`config.mk`:
```
export PLATFORM = sky130hd
export DESIGN_NAME = remote_clock_time_alarm_setter
export DESIGN_NICKNAME = d
export VERILOG_FILES = /design/src/rtl/core/rctas_pkg.sv /design/src/rtl/core/rctas_keys.sv /design/src/rtl/core/rctas_match.sv /design/src/rtl/core/remote_clock_time_alarm_setter.sv
export SDC_FILE = /design/constraint.sdc
export NUM_CORES = 1
export LEC_CHECK = 0
export BUFFER_PORTS_ARGS = -buffer_cell sky130_fd_sc_hd__buf_2
export CORE_ASPECT_RATIO = 1.2
export CORE_MARGIN = 2
export CORE_UTILIZATION = 50
export DETAILED_ROUTE_END_ITERATION = 10
export MAX_ROUTING_LAYER = met4
export PLACE_DENSITY = 0.71
export SLEW_MARGIN = 20
export SYNTH_ARGS = -nofsm -noshare
export SYNTH_HDL_FRONTEND = slang
export SYNTH_SLANG_ARGS = --single-unit
```
`constraint.sdc`:
```
create_clock -name clk -period 3.25 [get_ports clk]
set_input_delay 0.65 -clock clk [delete_from_list [all_inputs] [get_ports clk]]
set_output_delay 0.65 -clock clk [all_outputs]
set_load 0.05 [all_outputs]
```
`src/rtl/core/rctas_pkg.sv`:
```
// Package for the remote clock time and alarm setter.
// Holds payload structs, mode, field and key codes, and digit helpers.
// No dependencies; every other file in rtl/core imports it.
package rctas_pkg;

	// Mode codes.
	localparam logic [1:0] MODE_STANDBY = 2'd0;
	localparam logic [1:0] MODE_TIME    = 2'd1;
	localparam logic [1:0] MODE_ALARM   = 2'd2;

	// Field select codes.
	localparam logic [1:0] FIELD_NONE   = 2'd0;
	localparam logic [1:0] FIELD_HOUR   = 2'd1;
	localparam logic [1:0] FIELD_MINUTE = 2'd2;
	localparam logic [1:0] FIELD_SECOND = 2'd3;

	// Remote key codes.
	localparam logic [7:0] KEY_TIME_SET  = 8'h44;
	localparam logic [7:0] KEY_ALARM_SET = 8'h43;
	localparam logic [7:0] KEY_HOUR      = 8'h45;
	localparam logic [7:0] KEY_MINUTE    = 8'h46;
	localparam logic [7:0] KEY_SECOND    = 8'h47;
	localparam logic [7:0] KEY_CANCEL    = 8'h09;
	localparam logic [7:0] KEY_DIGIT_0   = 8'h16;
	localparam logic [7:0] KEY_DIGIT_1   = 8'h0C;
	localparam logic [7:0] KEY_DIGIT_2   = 8'h18;
	localparam logic [7:0] KEY_DIGIT_3   = 8'h5E;
	localparam logic [7:0] KEY_DIGIT_4   = 8'h08;
	localparam logic [7:0] KEY_DIGIT_5   = 8'h1C;
	localparam logic [7:0] KEY_DIGIT_6   = 8'h5A;
	localparam logic [7:0] KEY_DIGIT_7   = 8'h42;
	localparam logic [7:0] KEY_DIGIT_8   = 8'h52;
	localparam logic [7:0] KEY_DIGIT_9   = 8'h4A;

	// Position of the key code inside a remote frame.
	localparam int KEY_LSB = 16;

	// Alarm window after reset.
	localparam logic [5:0] WINDOW_RESET = 6'd2;

	// Input operation codes.
	localparam logic OP_KEY    = 1'b0;
	localparam logic OP_SAMPLE = 1'b1;

	typedef struct packed {
		logic        op;
		logic [31:0] ir_word;
		logic [4:0]  now_hours;
		logic [5:0]  now_minutes;
		logic [5:0]  now_seconds;
	} in_item_t;

	typedef struct packed {
		logic       time_load;
		logic [6:0] load_hours;
		logic [6:0] load_minutes;
		logic [6:0] load_seconds;
		logic       alarm_fire;
		logic [1:0] mode;
		logic [1:0] field_sel;
		logic       alarm_armed;
		logic [6:0] alarm_hours;
		logic [6:0] alarm_minutes;
		logic [6:0] alarm_seconds;
	} out_item_t;

	// Stored alarm time.
	typedef struct packed {
		logic [6:0] hours;
		logic [6:0] minutes;
		logic [6:0] seconds;
	} alarm_time_t;

	// Key unit view of one step: load values and state after the step.
	typedef struct packed {
		logic        time_load;
		logic [6:0]  load_hours;
		logic [6:0]  load_minutes;
		logic [6:0]  load_seconds;
		logic [1:0]  mode;
		logic [1:0]  field_sel;
		logic        armed;
		alarm_time_t alarm;
	} key_view_t;

	// Decoded digit key.
	typedef struct packed {
		logic       hit;
		logic [3:0] value;
	} digit_t;

	// Maps a key code to its decimal digit.
	function automatic digit_t key_digit(input logic [7:0] key);
		digit_t d;
		d.hit = 1'b1;
		unique case (key)
			KEY_DIGIT_0: d.value = 4'd0;
			KEY_DIGIT_1: d.value = 4'd1;
			KEY_DIGIT_2: d.value = 4'd2;
			KEY_DIGIT_3: d.value = 4'd3;
			KEY_DIGIT_4: d.value = 4'd4;
			KEY_DIGIT_5: d.value = 4'd5;
			KEY_DIGIT_6: d.value = 4'd6;
			KEY_DIGIT_7: d.value = 4'd7;
			KEY_DIGIT_8: d.value = 4'd8;
			KEY_DIGIT_9: d.value = 4'd9;
			default: begin
				d.hit   = 1'b0;
				d.value = 4'd0;
			end
		endcase
		return d;
	endfunction

	// Two-digit slot value tens*10+units, kept to seven bits.
	function automatic logic [6:0] slot_value(input logic [3:0] tens, input logic [3:0] units);
		logic [7:0] t;
		logic [7:0] sum;
		t   = {4'b0000, tens};
		sum = (t << 3) + (t << 1) + {4'b0000, units};
		return sum[6:0];
	endfunction

endpackage

```
`src/rtl/core/rctas_keys.sv`:
```
// Key handling unit: mode, field, digit entry, and stored alarm time.
// Depends on rctas_pkg.
module rctas_keys (
	input  logic                     clk,
	input  logic                     arst_n,
	input  logic                     key_en,
	input  logic                     advance,
	input  logic [7:0]               key,
	output rctas_pkg::key_view_t     view,
	output rctas_pkg::alarm_time_t   alarm_cur
);
	import rctas_pkg::*;

	logic [1:0]  mode_q;
	logic [1:0]  field_q;
	logic [3:0]  tdig_q [6];
	logic [3:0]  adig_q [6];
	logic [2:0]  tpos_q;
	logic [2:0]  apos_q;
	alarm_time_t alarm_q;
	logic        armed_q;

	logic [1:0]  mode_d;
	logic [1:0]  field_d;
	logic [3:0]  tdig_d [6];
	logic [3:0]  adig_d [6];
	logic [2:0]  tpos_d;
	logic [2:0]  apos_d;
	alarm_time_t alarm_d;
	logic        armed_d;
	logic        load_d;
	alarm_time_t load_val;
	digit_t      dig;
	logic [1:0]  slot;

	assign dig  = key_digit(key);
	assign slot = field_q - 2'd1;

	// Next state for one key transfer.
	always_comb begin
		mode_d   = mode_q;
		field_d  = field_q;
		tdig_d   = tdig_q;
		adig_d   = adig_q;
		tpos_d   = tpos_q;
		apos_d   = apos_q;
		alarm_d  = alarm_q;
		armed_d  = armed_q;
		load_d   = 1'b0;
		load_val = '0;
		if (key_en) begin
			case (key) inside
				KEY_TIME_SET: begin
					if (mode_q == MODE_STANDBY) begin
						mode_d  = MODE_TIME;
						field_d = FIELD_HOUR;
						for (int i = 0; i < 6; i++) begin
							tdig_d[i] = 4'd0;
						end
						tpos_d = 3'b000;
					end else if (mode_q == MODE_TIME) begin
						load_d           = 1'b1;
						load_val.hours   = slot_value(tdig_q[0], tdig_q[1]);
						load_val.minutes = slot_value(tdig_q[2], tdig_q[3]);
						load_val.seconds = slot_value(tdig_q[4], tdig_q[5]);
						mode_d           = MODE_STANDBY;
						field_d          = FIELD_NONE;
					end
				end
				KEY_ALARM_SET: begin
					if (mode_q == MODE_STANDBY) begin
						mode_d  = MODE_ALARM;
						field_d = FIELD_HOUR;
						for (int i = 0; i < 6; i++) begin
							adig_d[i] = 4'd0;
						end
						apos_d = 3'b000;
					end else if (mode_q == MODE_ALARM) begin
						alarm_d.hours   = slot_value(adig_q[0], adig_q[1]);
						alarm_d.minutes = slot_value(adig_q[2], adig_q[3]);
						alarm_d.seconds = slot_value(adig_q[4], adig_q[5]);
						mode_d          = MODE_STANDBY;
						armed_d         = 1'b1;
					end
				end
				KEY_HOUR, KEY_MINUTE, KEY_SECOND: begin
					if (mode_q == MODE_TIME || mode_q == MODE_ALARM) begin
						field_d = 2'(key - KEY_TIME_SET);
					end
				end
				default: begin
					if (dig.hit) begin
						// A digit lands at the selected slot's position, which then toggles.
						if ((mode_q == MODE_TIME || mode_q == MODE_ALARM) &&
						    field_q != FIELD_NONE) begin
							for (int s = 0; s < 3; s++) begin
								if (slot == 2'(s)) begin
									if (mode_q == MODE_TIME) begin
										tdig_d[3'(2*s) + 3'(tpos_q[s])] = dig.value;
										tpos_d[s] = ~tpos_q[s];
									end else begin
										adig_d[3'(2*s) + 3'(apos_q[s])] = dig.value;
										apos_d[s] = ~apos_q[s];
									end
								end
							end
						end
					end else if (key == KEY_CANCEL) begin
						// Cancel clears the alarm time in every mode.
						if (mode_q == MODE_TIME || mode_q == MODE_ALARM) begin
							mode_d  = MODE_STANDBY;
							field_d = FIELD_NONE;
							armed_d = 1'b0;
						end
						alarm_d = '0;
					end
				end
			endcase
		end
	end

	// State registers update when a key leaves the input stage.
	always_ff @(posedge clk or negedge arst_n) begin
		if (!arst_n) begin
			mode_q  <= MODE_STANDBY;
			field_q <= FIELD_NONE;
			for (int i = 0; i < 6; i++) begin
				tdig_q[i] <= 4'd0;
				adig_q[i] <= 4'd0;
			end
			tpos_q  <= 3'b000;
			apos_q  <= 3'b000;
			alarm_q <= '0;
			armed_q <= 1'b0;
		end else if (advance && key_en) begin
			mode_q  <= mode_d;
			field_q <= field_d;
			tdig_q  <= tdig_d;
			adig_q  <= adig_d;
			tpos_q  <= tpos_d;
			apos_q  <= apos_d;
			alarm_q <= alarm_d;
			armed_q <= armed_d;
		end
	end

	// Result view shows the state after the step.
	assign view.time_load    = load_d;
	assign view.load_hours   = load_val.hours;
	assign view.load_minutes = load_val.minutes;
	assign view.load_seconds = load_val.seconds;
	assign view.mode         = mode_d;
	assign view.field_sel    = field_d;
	assign view.armed        = armed_d;
	assign view.alarm        = alarm_d;
	assign alarm_cur         = alarm_q;

endmodule

```
`src/rtl/core/rctas_match.sv`:
```
// Alarm match unit: compares a time sample with the stored alarm and holds
// the one-shot fire latch. Depends on rctas_pkg.
module rctas_match (
	input  logic                   clk,
	input  logic                   arst_n,
	input  logic                   sample_en,
	input  logic                   advance,
	input  logic [4:0]             now_hours,
	input  logic [5:0]             now_minutes,
	input  logic [5:0]             now_seconds,
	input  rctas_pkg::alarm_time_t alarm,
	input  logic [5:0]             window,
	output logic                   fire
);
	import rctas_pkg::*;

	logic       fired_q;
	logic [7:0] win_end;
	logic       hit;

	// Seconds must lie in [alarm second, alarm second + window).
	assign win_end = {1'b0, alarm.seconds} + {2'b00, window};
	assign hit = ({2'b00, now_hours} == alarm.hours) &&
	             ({1'b0, now_minutes} == alarm.minutes) &&
	             ({1'b0, now_seconds} >= alarm.seconds) &&
	             ({2'b00, now_seconds} < win_end);
	assign fire = sample_en && hit && !fired_q;

	// The latch is set by the first fire and cleared only by reset.
	always_ff @(posedge clk or negedge arst_n) begin
		if (!arst_n) begin
			fired_q <= 1'b0;
		end else if (advance && fire) begin
			fired_q <= 1'b1;
		end
	end

endmodule

```
`src/rtl/core/remote_clock_time_alarm_setter.sv`:
```
// Remote clock time and alarm setter: one input register, one result register.
// Throughput: one item per cycle while out_ready is high; a low out_ready stalls the input register.
// An item is processed as it moves from the input register to the result register;
// ready follows the result register's room through that single stage.
// Reset clears mode, field, digit entry, alarm time, armed and fire flags; window is 2.
// Depends on rctas_pkg, rctas_keys and rctas_match.
module remote_clock_time_alarm_setter (
	input  logic                 clk,
	input  logic                 arst_n,
	input  logic                 in_valid,
	output logic                 in_ready,
	input  rctas_pkg::in_item_t  in_data,
	output logic                 out_valid,
	input  logic                 out_ready,
	output rctas_pkg::out_item_t out_data,
	input  logic                 cfg_wr_en,
	input  logic [5:0]           cfg_wr_data
);
	import rctas_pkg::*;

	in_item_t    item_s1;
	logic        valid_s1;
	out_item_t   res_q;
	logic        res_valid_q;
	logic [5:0]  window_q;
	logic        advance;
	logic        key_en;
	logic        sample_en;
	key_view_t   view;
	alarm_time_t alarm_cur;
	logic        fire;

	// The item moves on when the result register is empty or being drained.
	assign advance   = valid_s1 && (!res_valid_q || out_ready);
	assign in_ready  = !valid_s1 || advance;
	assign key_en    = valid_s1 && (item_s1.op == OP_KEY);
	assign sample_en = valid_s1 && (item_s1.op == OP_SAMPLE);

	// Alarm window register.
	always_ff @(posedge clk or negedge arst_n) begin
		if (!arst_n) begin
			window_q <= WINDOW_RESET;
		end else if (cfg_wr_en) begin
			window_q <= cfg_wr_data;
		end
	end

	// Input register.
	always_ff @(posedge clk or negedge arst_n) begin
		if (!arst_n) begin
			valid_s1 <= 1'b0;
		end else if (in_ready) begin
			valid_s1 <= in_valid;
		end
	end

	always_ff @(posedge clk) begin
		if (in_valid && in_ready) begin
			item_s1 <= in_data;
		end
	end

	rctas_keys u_keys (
		.clk       (clk),
		.arst_n    (arst_n),
		.key_en    (key_en),
		.advance   (advance),
		.key       (item_s1.ir_word[KEY_LSB +: 8]),
		.view      (view),
		.alarm_cur (alarm_cur)
	);

	rctas_match u_match (
		.clk         (clk),
		.arst_n      (arst_n),
		.sample_en   (sample_en),
		.advance     (advance),
		.now_hours   (item_s1.now_hours),
		.now_minutes (item_s1.now_minutes),
		.now_seconds (item_s1.now_seconds),
		.alarm       (alarm_cur),
		.window      (window_q),
		.fire        (fire)
	);

	// Result register valid flag.
	always_ff @(posedge clk or negedge arst_n) begin
		if (!arst_n) begin
			res_valid_q <= 1'b0;
		end else if (advance) begin
			res_valid_q <= 1'b1;
		end else if (out_ready) begin
			res_valid_q <= 1'b0;
		end
	end

	// Result payload.
	always_ff @(posedge clk) begin
		if (advance) begin
			res_q.time_load     <= view.time_load;
			res_q.load_hours    <= view.load_hours;
			res_q.load_minutes  <= view.load_minutes;
			res_q.load_seconds  <= view.load_seconds;
			res_q.alarm_fire    <= fire;
			res_q.mode          <= view.mode;
			res_q.field_sel     <= view.field_sel;
			res_q.alarm_armed   <= view.armed;
			res_q.alarm_hours   <= view.alarm.hours;
			res_q.alarm_minutes <= view.alarm.minutes;
			res_q.alarm_seconds <= view.alarm.seconds;
		end
	end

	assign out_valid = res_valid_q;
	assign out_data  = res_q;

endmodule
```
# Word-level counts from Yosys, hierarchy flattened
# Cells that the tools add are included.
dict set report word_totals {
  ff_bits 180
  input_bits 61
  elab_cells 302
}
dict set report classes {
  n_addsub 19
  n_lt_le_gt_ge 14
  eq_ne 28
  n_mux 130
  n_bitwise 16
  n_reduce_logical 51
}
# operator n
set op_table {}
lappend op_table {{24-bit 2-to-1 mux} 46}
lappend op_table {{21-bit 2-to-1 mux} 8}
lappend op_table {{24-bit bitwise mux} 6}
lappend op_table {{8-bit by 7-bit equality test with 1-bit output (second input constant)} 10}
lappend op_table {{4-bit demux with 3-bit select} 6}
lappend op_table {{9-bit AND reduction} 6}
lappend op_table {{2-bit 2-to-1 mux} 22}
lappend op_table {{7-bit by 4-bit adder with 7-bit output} 6}
lappend op_table {{7-bit by 5-bit adder with 7-bit output} 6}
lappend op_table {{4-bit case mux with 9 select lines} 1}
lappend op_table {{3-bit 2-to-1 mux} 10}
lappend op_table {{2-bit nonzero test} 13}
lappend op_table {{1-bit 2-to-1 mux} 25}
lappend op_table {{8-bit by 4-bit equality test with 1-bit output (second input constant)} 3}
lappend op_table {{8-bit by 5-bit equality test with 1-bit output (second input constant)} 3}
lappend op_table {{4-bit >= comparator (second input constant)} 6}
lappend op_table {{4-bit by 1-bit < comparator with 1-bit output (second input constant)} 6}
lappend op_table {{4-bit 2-to-1 mux} 6}
lappend op_table {{1-bit logical AND} 18}
lappend op_table {{3-bit NOT with 4-bit output} 4}
lappend op_table {{7-bit AND reduction} 2}
lappend op_table {{1-bit NOT} 10}
lappend op_table {{10-bit OR reduction} 1}
lappend op_table {{7-bit by 6-bit adder with 8-bit output} 1}
lappend op_table {{17 further kinds} 33}

# Logic depth before layout (Yosys ltp)
dict set report depth {
  depth_word 31
  depth_mapped 11
  mapped_depth_nobuf 11
}

# Hierarchy
# A second synthesis with hierarchy kept.
dict set report hier_totals {
  cells_unflattened 755
  area_unflattened_um2 8800.9
}
# mod n_inst cells_per_inst area_per_inst_um2 seq_area_each_um2
set modules_own_cells {}
lappend modules_own_cells {rctas_keys 1 579 5540.3 2001.9}
lappend modules_own_cells {remote_clock_time_alarm_setter 1 98 2606.2 2453.6}
lappend modules_own_cells {rctas_match 1 78 654.4 25.0}

# Worst setup path after synthesis
# Ideal clock, no wire load.
dict set report synth_path {
  kind {input to register}
  from {input port out_ready}
  to {register res_q, in the netlist out_data[0], enable pin}
  t_arrival_ns 1.985
  t_required_ns 2.837
  slack_ns 0.852
  path_stages 2
  cell_sequence {nand2b_1 and2_1}
}
dict set report synth_between {
  elab_chain_len 2
}
# item line_no
set synth_lines {}
lappend synth_lines {{start, declared} remote_clock_time_alarm_setter.sv:14} ;# input logic out_ready,
lappend synth_lines {{1-bit logical OR} remote_clock_time_alarm_setter.sv:34} ;# assign advance = valid_s1 && (!res_valid_q || out_ready);
lappend synth_lines {{1-bit logical AND} remote_clock_time_alarm_setter.sv:34}
lappend synth_lines {{net advance} remote_clock_time_alarm_setter.sv:26} ;# logic advance;
lappend synth_lines {{end, declared} remote_clock_time_alarm_setter.sv:23} ;# out_item_t res_q;
# The timed path passes the listed nets, and every way through them passes these cells.
# A chain may end at the register's enable or synchronous reset.

# Worst setup path in the final report
dict set report layout_path {
  from {register item_s1[34] (netlist bit)}
  to {register u_keys.adig_q[3] (netlist bit)}
}
dict set report layout_between {
  elab_chain_len 27
}
# item line_no
set layout_lines {}
lappend layout_lines {{start, declared} remote_clock_time_alarm_setter.sv:21} ;# in_item_t item_s1;
lappend layout_lines {{start signal, assigned} remote_clock_time_alarm_setter.sv:59} ;# item_s1 <= in_data;
lappend layout_lines {{8-bit by 7-bit equality test with 1-bit output (tied with other cells)} rctas_pkg.sv:96} ;# unique case (key)
lappend layout_lines {{4-bit case mux with 9 select lines} rctas_pkg.sv:96}
lappend layout_lines {{24-bit bitwise mux} rctas_keys.sv:102} ;# adig_d[3'(2*s) + 3'(apos_q[s])] = dig.value;
lappend layout_lines {{24-bit 2-to-1 mux} rctas_keys.sv:98} ;# if (mode_q == MODE_TIME) begin
lappend layout_lines {{24-bit 2-to-1 mux} rctas_keys.sv:97} ;# if (slot == 2'(s)) begin
lappend layout_lines {{24-bit 2-to-1 mux} rctas_keys.sv:94} ;# if ((mode_q == MODE_TIME || mode_q == MODE_ALARM) &&
lappend layout_lines {{24-bit 2-to-1 mux} rctas_keys.sv:92} ;# if (dig.hit) begin
lappend layout_lines {{24-bit 2-to-1 mux (3 in series)} rctas_keys.sv:52} ;# case (key) inside
lappend layout_lines {{[... 6 more ...]} -}
lappend layout_lines {{24-bit 2-to-1 mux (3 in series)} rctas_keys.sv:52}
lappend layout_lines {{24-bit 2-to-1 mux} rctas_keys.sv:51} ;# if (key_en) begin
lappend layout_lines {{24-bit bitwise mux} rctas_keys.sv:102}
lappend layout_lines {{24-bit 2-to-1 mux} rctas_keys.sv:98}
lappend layout_lines {{24-bit 2-to-1 mux} rctas_keys.sv:97}
lappend layout_lines {{24-bit 2-to-1 mux} rctas_keys.sv:94}
lappend layout_lines {{24-bit 2-to-1 mux} rctas_keys.sv:92}
lappend layout_lines {{24-bit 2-to-1 mux (2 in series)} rctas_keys.sv:52}
lappend layout_lines {{end signal, assigned} rctas_keys.sv:139} ;# adig_q <= adig_d;
lappend layout_lines {{end, declared} rctas_keys.sv:17} ;# logic [3:0] adig_q [6];
# Several ways; a longest one is shown, not always the timed one. The select of a mux whose other input is x is not followed.

==> report_table.html <==
<table>
<tr><th>Metric</th><th>Value</th></tr>
<tr><th colspan="2">Placement</th></tr>
<tr><td>Routability-driven placement congestion ratio</td><td>0.910</td></tr>
<tr><td>Area post-placement</td><td>0.00921 mm²</td></tr>
<tr><td>Port buffer count</td><td>87</td></tr>
<tr><td>Post-detail-place hpwl</td><td>13,100 µm</td></tr>
<tr><td>Cells after DPL</td><td>982</td></tr>
<tr><th colspan="2">Routing</th></tr>
<tr><td>ANT nets after route</td><td>0</td></tr>
<tr><td>Wire per inst</td><td>18.1 µm</td></tr>
<tr><td>Iteration-0 DRC Markers</td><td>366</td></tr>
<tr><td>Final wirelength</td><td>18,300 µm</td></tr>
<tr><td>TritonRoute pass-1 iters</td><td>5</td></tr>
<tr><td>Count of unresolved DRC violations after routing</td><td>0</td></tr>
<tr><td>Number of vias per cell after detailed routing</td><td>5.79</td></tr>
<tr><td>Routed via count</td><td>5,868</td></tr>
<tr><th colspan="2">Clock network</th></tr>
<tr><td>Number of buffers created by CTS</td><td>17</td></tr>
<tr><td>Worst skew pair latency</td><td>0.43 ns</td></tr>
<tr><td>Buffer levels on the longest clock path</td><td>2</td></tr>
<tr><td>Total number of clock tree sinks</td><td>164</td></tr>
<tr><td>Root Buffer Master</td><td>clkbuf_16</td></tr>
<tr><td>Clock tree from TritonCTS</td><td>built</td></tr>
<tr><td>Clock transition time at the flip-flop clock pins of the worst setup and hold paths</td><td>0.06 ns</td></tr>
<tr><td>Resize count post-CTS</td><td>0</td></tr>
<tr><td>Count of buffers added by post-CTS timing repair for setup</td><td>0</td></tr>
<tr><td>H-tree depth</td><td>4</td></tr>
<tr><td>Post-CTS Hold Fix Bufs</td><td>0</td></tr>
<tr><th colspan="2">Finish</th></tr>
<tr><td>Area grow syn2layout</td><td>15.1%</td></tr>
<tr><td>Antenna cells</td><td>0</td></tr>
<tr><td>Finished layout cell area</td><td>0.00978 mm²</td></tr>
<tr><td>Share of post-route cells with drive strength above 1</td><td>0.194</td></tr>
<tr><td>Non-filler cells, final</td><td>1,014</td></tr>
<tr><td>Count of nets after finishing</td><td>922</td></tr>
<tr><th colspan="2">Synth</th></tr>
<tr><td>Synthesized flop and latch total</td><td>164</td></tr>
<tr><td>Number of warning messages in the yosys log</td><td>0</td></tr>
<tr><td>Fraction of the yosys area taken by sequential cells</td><td>0.527</td></tr>
<tr><td>Most common flop cell mapped by yosys</td><td>dfrtp_1</td></tr>
<tr><td>Leading cell types by total area after synthesis</td><td>edfxtp_1 27%, dfrtp_1 26%, ha_1 9.3%</td></tr>
<tr><td>Number of synthesized flops with an enable pin</td><td>75</td></tr>
<tr><td>Async set-or-reset flop fraction in the synthesized netlist</td><td>0.543</td></tr>
<tr><td>Cell taking the most area after synthesis</td><td>edfxtp_1</td></tr>
<tr><td>Netlist cell types</td><td>65</td></tr>
<tr><td>Post-synthesis net count</td><td>826</td></tr>
<tr><td>Top-area cell type share of the netlist area</td><td>0.265</td></tr>
<tr><td>Area of the mapped netlist</td><td>0.00849 mm²</td></tr>
<tr><td>Synthesized netlist cell count</td><td>689</td></tr>
<tr><td>Average instance area after synthesis</td><td>12.3 µm²</td></tr>
<tr><th colspan="2">Worst setup path</th></tr>
<tr><td>Data required time of the critical path</td><td>3.56 ns</td></tr>
<tr><td>Critical Path AT</td><td>2.96 ns</td></tr>
<tr><td>Kind of start point of the critical path</td><td>flop</td></tr>
<tr><td>Critical path type</td><td>flop to flop</td></tr>
<tr><td>Maximum fanout encountered on the critical timing path</td><td>13</td></tr>
<tr><td>Type of destination of the critical path</td><td>flop</td></tr>
<tr><th colspan="2">Timing</th></tr>
<tr><td>Slew Limit Headroom</td><td>0.562</td></tr>
<tr><td>Layout Skew</td><td>0.0120 ns</td></tr>
<tr><td>Shortest clock period the worst path allows after layout</td><td>2.64 ns</td></tr>
<tr><td>Final Cycle Share</td><td>0.813</td></tr>
<tr><td>Setup violation total in the final timing report</td><td>0</td></tr>
<tr><td>Slew at the pin closest to its max-slew limit</td><td>0.657 ns</td></tr>
<tr><td>Number of pins exceeding their max-slew limit in the final report</td><td>0</td></tr>
<tr><td>Maximum clock rate</td><td>378 MHz</td></tr>
<tr><td>Sum Neg Setup Slack</td><td>0 ns</td></tr>
<tr><td>RSZ-0062 raised after global routing</td><td>false</td></tr>
<tr><td>Final hold violation count</td><td>0</td></tr>
<tr><th colspan="2">Floorplan</th></tr>
<tr><td>Initial standard-cell utilization of the core</td><td>0.506</td></tr>
<tr><td>Number of I/O pins</td><td>112</td></tr>
<tr><td>Height of the die</td><td>147 µm</td></tr>
<tr><td>Total die area</td><td>0.0181 mm²</td></tr>
<tr><td>Horizontal die dimension</td><td>123 µm</td></tr>
<tr><td>Standard-cell row count</td><td>52</td></tr>
<tr><td>Core region area</td><td>0.0168 mm²</td></tr>
<tr><th colspan="2">GRT</th></tr>
<tr><td>Gr usage total</td><td>0.219</td></tr>
<tr><td>Number of antenna violations at the first check in global routing</td><td>0</td></tr>
<tr><td>First-pass GRT wire length</td><td>29,800 µm</td></tr>
<tr><td>GRT overflow</td><td>0</td></tr>
<tr><td>Maximum number of pins on one net before global-route repair</td><td>47</td></tr>
<tr><td>Vias in the first global route</td><td>5,948</td></tr>
<tr><th colspan="2">Outcome</th></tr>
<tr><td>Outcome</td><td>finished clean</td></tr>
<tr><th colspan="2">Run</th></tr>
<tr><td>Number of violations of the max-capacitance limit</td><td>0</td></tr>
<tr><th colspan="2">Power and ir drop</th></tr>
<tr><td>Max VDD drop</td><td>0.279 mV</td></tr>
<tr><td>Total leakage power</td><td>4.47 nW</td></tr>
<tr><td>Power density cells</td><td>482 mW/mm²</td></tr>
<tr><th colspan="2">Hold path</th></tr>
<tr><td>Path class of the lowest-slack min-delay path</td><td>primary input to async pin</td></tr>
</table>
==> state kept, by name, indices dropped and copies added (netlist names), 3 cells and up <==
| register | flops |
|---|---|
| out_data | 49 |
| item_s1 | 26 |
| u_keys.adig_q | 24 |
| u_keys.tdig_q | 24 |
| u_keys.alarm_cur | 21 |
| window_q | 6 |
| u_keys.apos_q | 3 |
| u_keys.tpos_q | 3 |
==> report_power, final <==
part / switching [mW] / internal, mW / leakage (nW)
clock network: 0.815 / 1.12 / 0.263
registers: 0.0569 / 2.26 / 1.94
logic: 0.317 / 0.135 / 2.27
==> kinds of logic after synthesis <==
group                    count (synthesis)  share of synthesized area
AO/OA/AOI/OAI                          193                      0.174
multiplexers                             8                     0.0103
flip-flops                             164                      0.527
buffers and inverters                   66                     0.0331
XOR/XNOR                                35                     0.0361
adder cells (fa/ha/maj)                 77                      0.125
AND/OR/NAND/NOR                        146                     0.0947
==> Yosys cell counts, types with 6 or more instances <==
library cell and instances:
a21o_1 15, a21oi_1 21, a22o_1 73, and2_1 20, and3_1 6, buf_2 9
clkbuf_1 13, dfrtp_1 88, edfxtp_1 75, fa_1 13, ha_1 63, inv_1 38
mux2_2 6, nand2_1 33, nand2b_1 6, nand3_1 7, nand4_1 7, nor2_1 27
nor2b_1 7, nor3_1 8, nor3b_1 6, o21ai_0 28, o21ai_2 6, o22ai_1 9
o2bb2ai_1 12, xnor2_1 17, xor2_1 18
==> worst paths after layout <==
path                                 start           endpoint  slack, ns  depth (start not counted)
min                                 arst_n  u_keys.tdig_q[19]       0.23                          1
max                            item_s1[34]   u_keys.adig_q[3]       0.61                          6
max reg2reg                    item_s1[34]   u_keys.adig_q[3]       0.61                          6
min reg2reg                u_match.fired_q    u_match.fired_q       0.47                          1
min in group clk                in_data[3]         item_s1[3]       0.40                          1
max in group asynchronous           arst_n        window_q[1]       2.26                          2
==> final cells by class <==
type                            instances  area, µm²
Clock inverter                         14        136
Clock buffer                           18        429
Multi-Input combinational cell        459       3730
Sequential cell                       164       4480
Timing Repair Buffer                  105        586
Inverter                               38        143
Tap cell                              216        270
Fill cell                            1384       7010
==> critical path, stage by stage, from the launching register on <==
cell       delay [ns]
edfxtp_1         0.59
nand4bb_1        0.25
or4b_1           0.57
o311a_2          0.19
a21oi_4          0.39
o21ai_0          0.26
a32o_1           0.28
==> metal layers <==
| metal | global-route usage | vias up | part of all wire |
|---|---|---|---|
| met2 | 0.360 | 152 | 0.51 |
| met5 | - | - | 0 |
| met3 | 0.0384 | 25 | 0.038 |
| met4 | 0.0761 | 0 | 0.021 |
| li1 | - | 2757 | - |
| met1 | 0.274 | 2934 | 0.43 |
==> metrics by stage <==
stage          total power [mW]  setup slack [ns]  hold WS, ns   util
6_report                   4.71             0.608        0.228  0.583
5_1_grt                    4.89             0.436        0.270  0.583
4_1_cts                    4.74             0.606        0.260  0.583
3_5_place_dp               2.81             0.627        0.461  0.549
3_3_place_gp               2.80             0.729        0.439  0.549
2_1_floorplan              2.67             0.852        0.354      -
==> placed cells by master (no fill, tap or decap), drive strengths merged, types with 15 or more instances in the layout <==
master,synthesis,routed
inv,38,40
o21ai,34,34
clkbuf,13,18
ha,63,63
nand2,33,33
xor2,18,18
xnor2,17,17
a22o,73,73
a21o,15,15
dfrtp,88,88
buf,15,105
and2,20,20
a21oi,22,22
nor2,28,28
edfxtp,75,75
No activity file was read; power rests on OpenSTA's default activity.
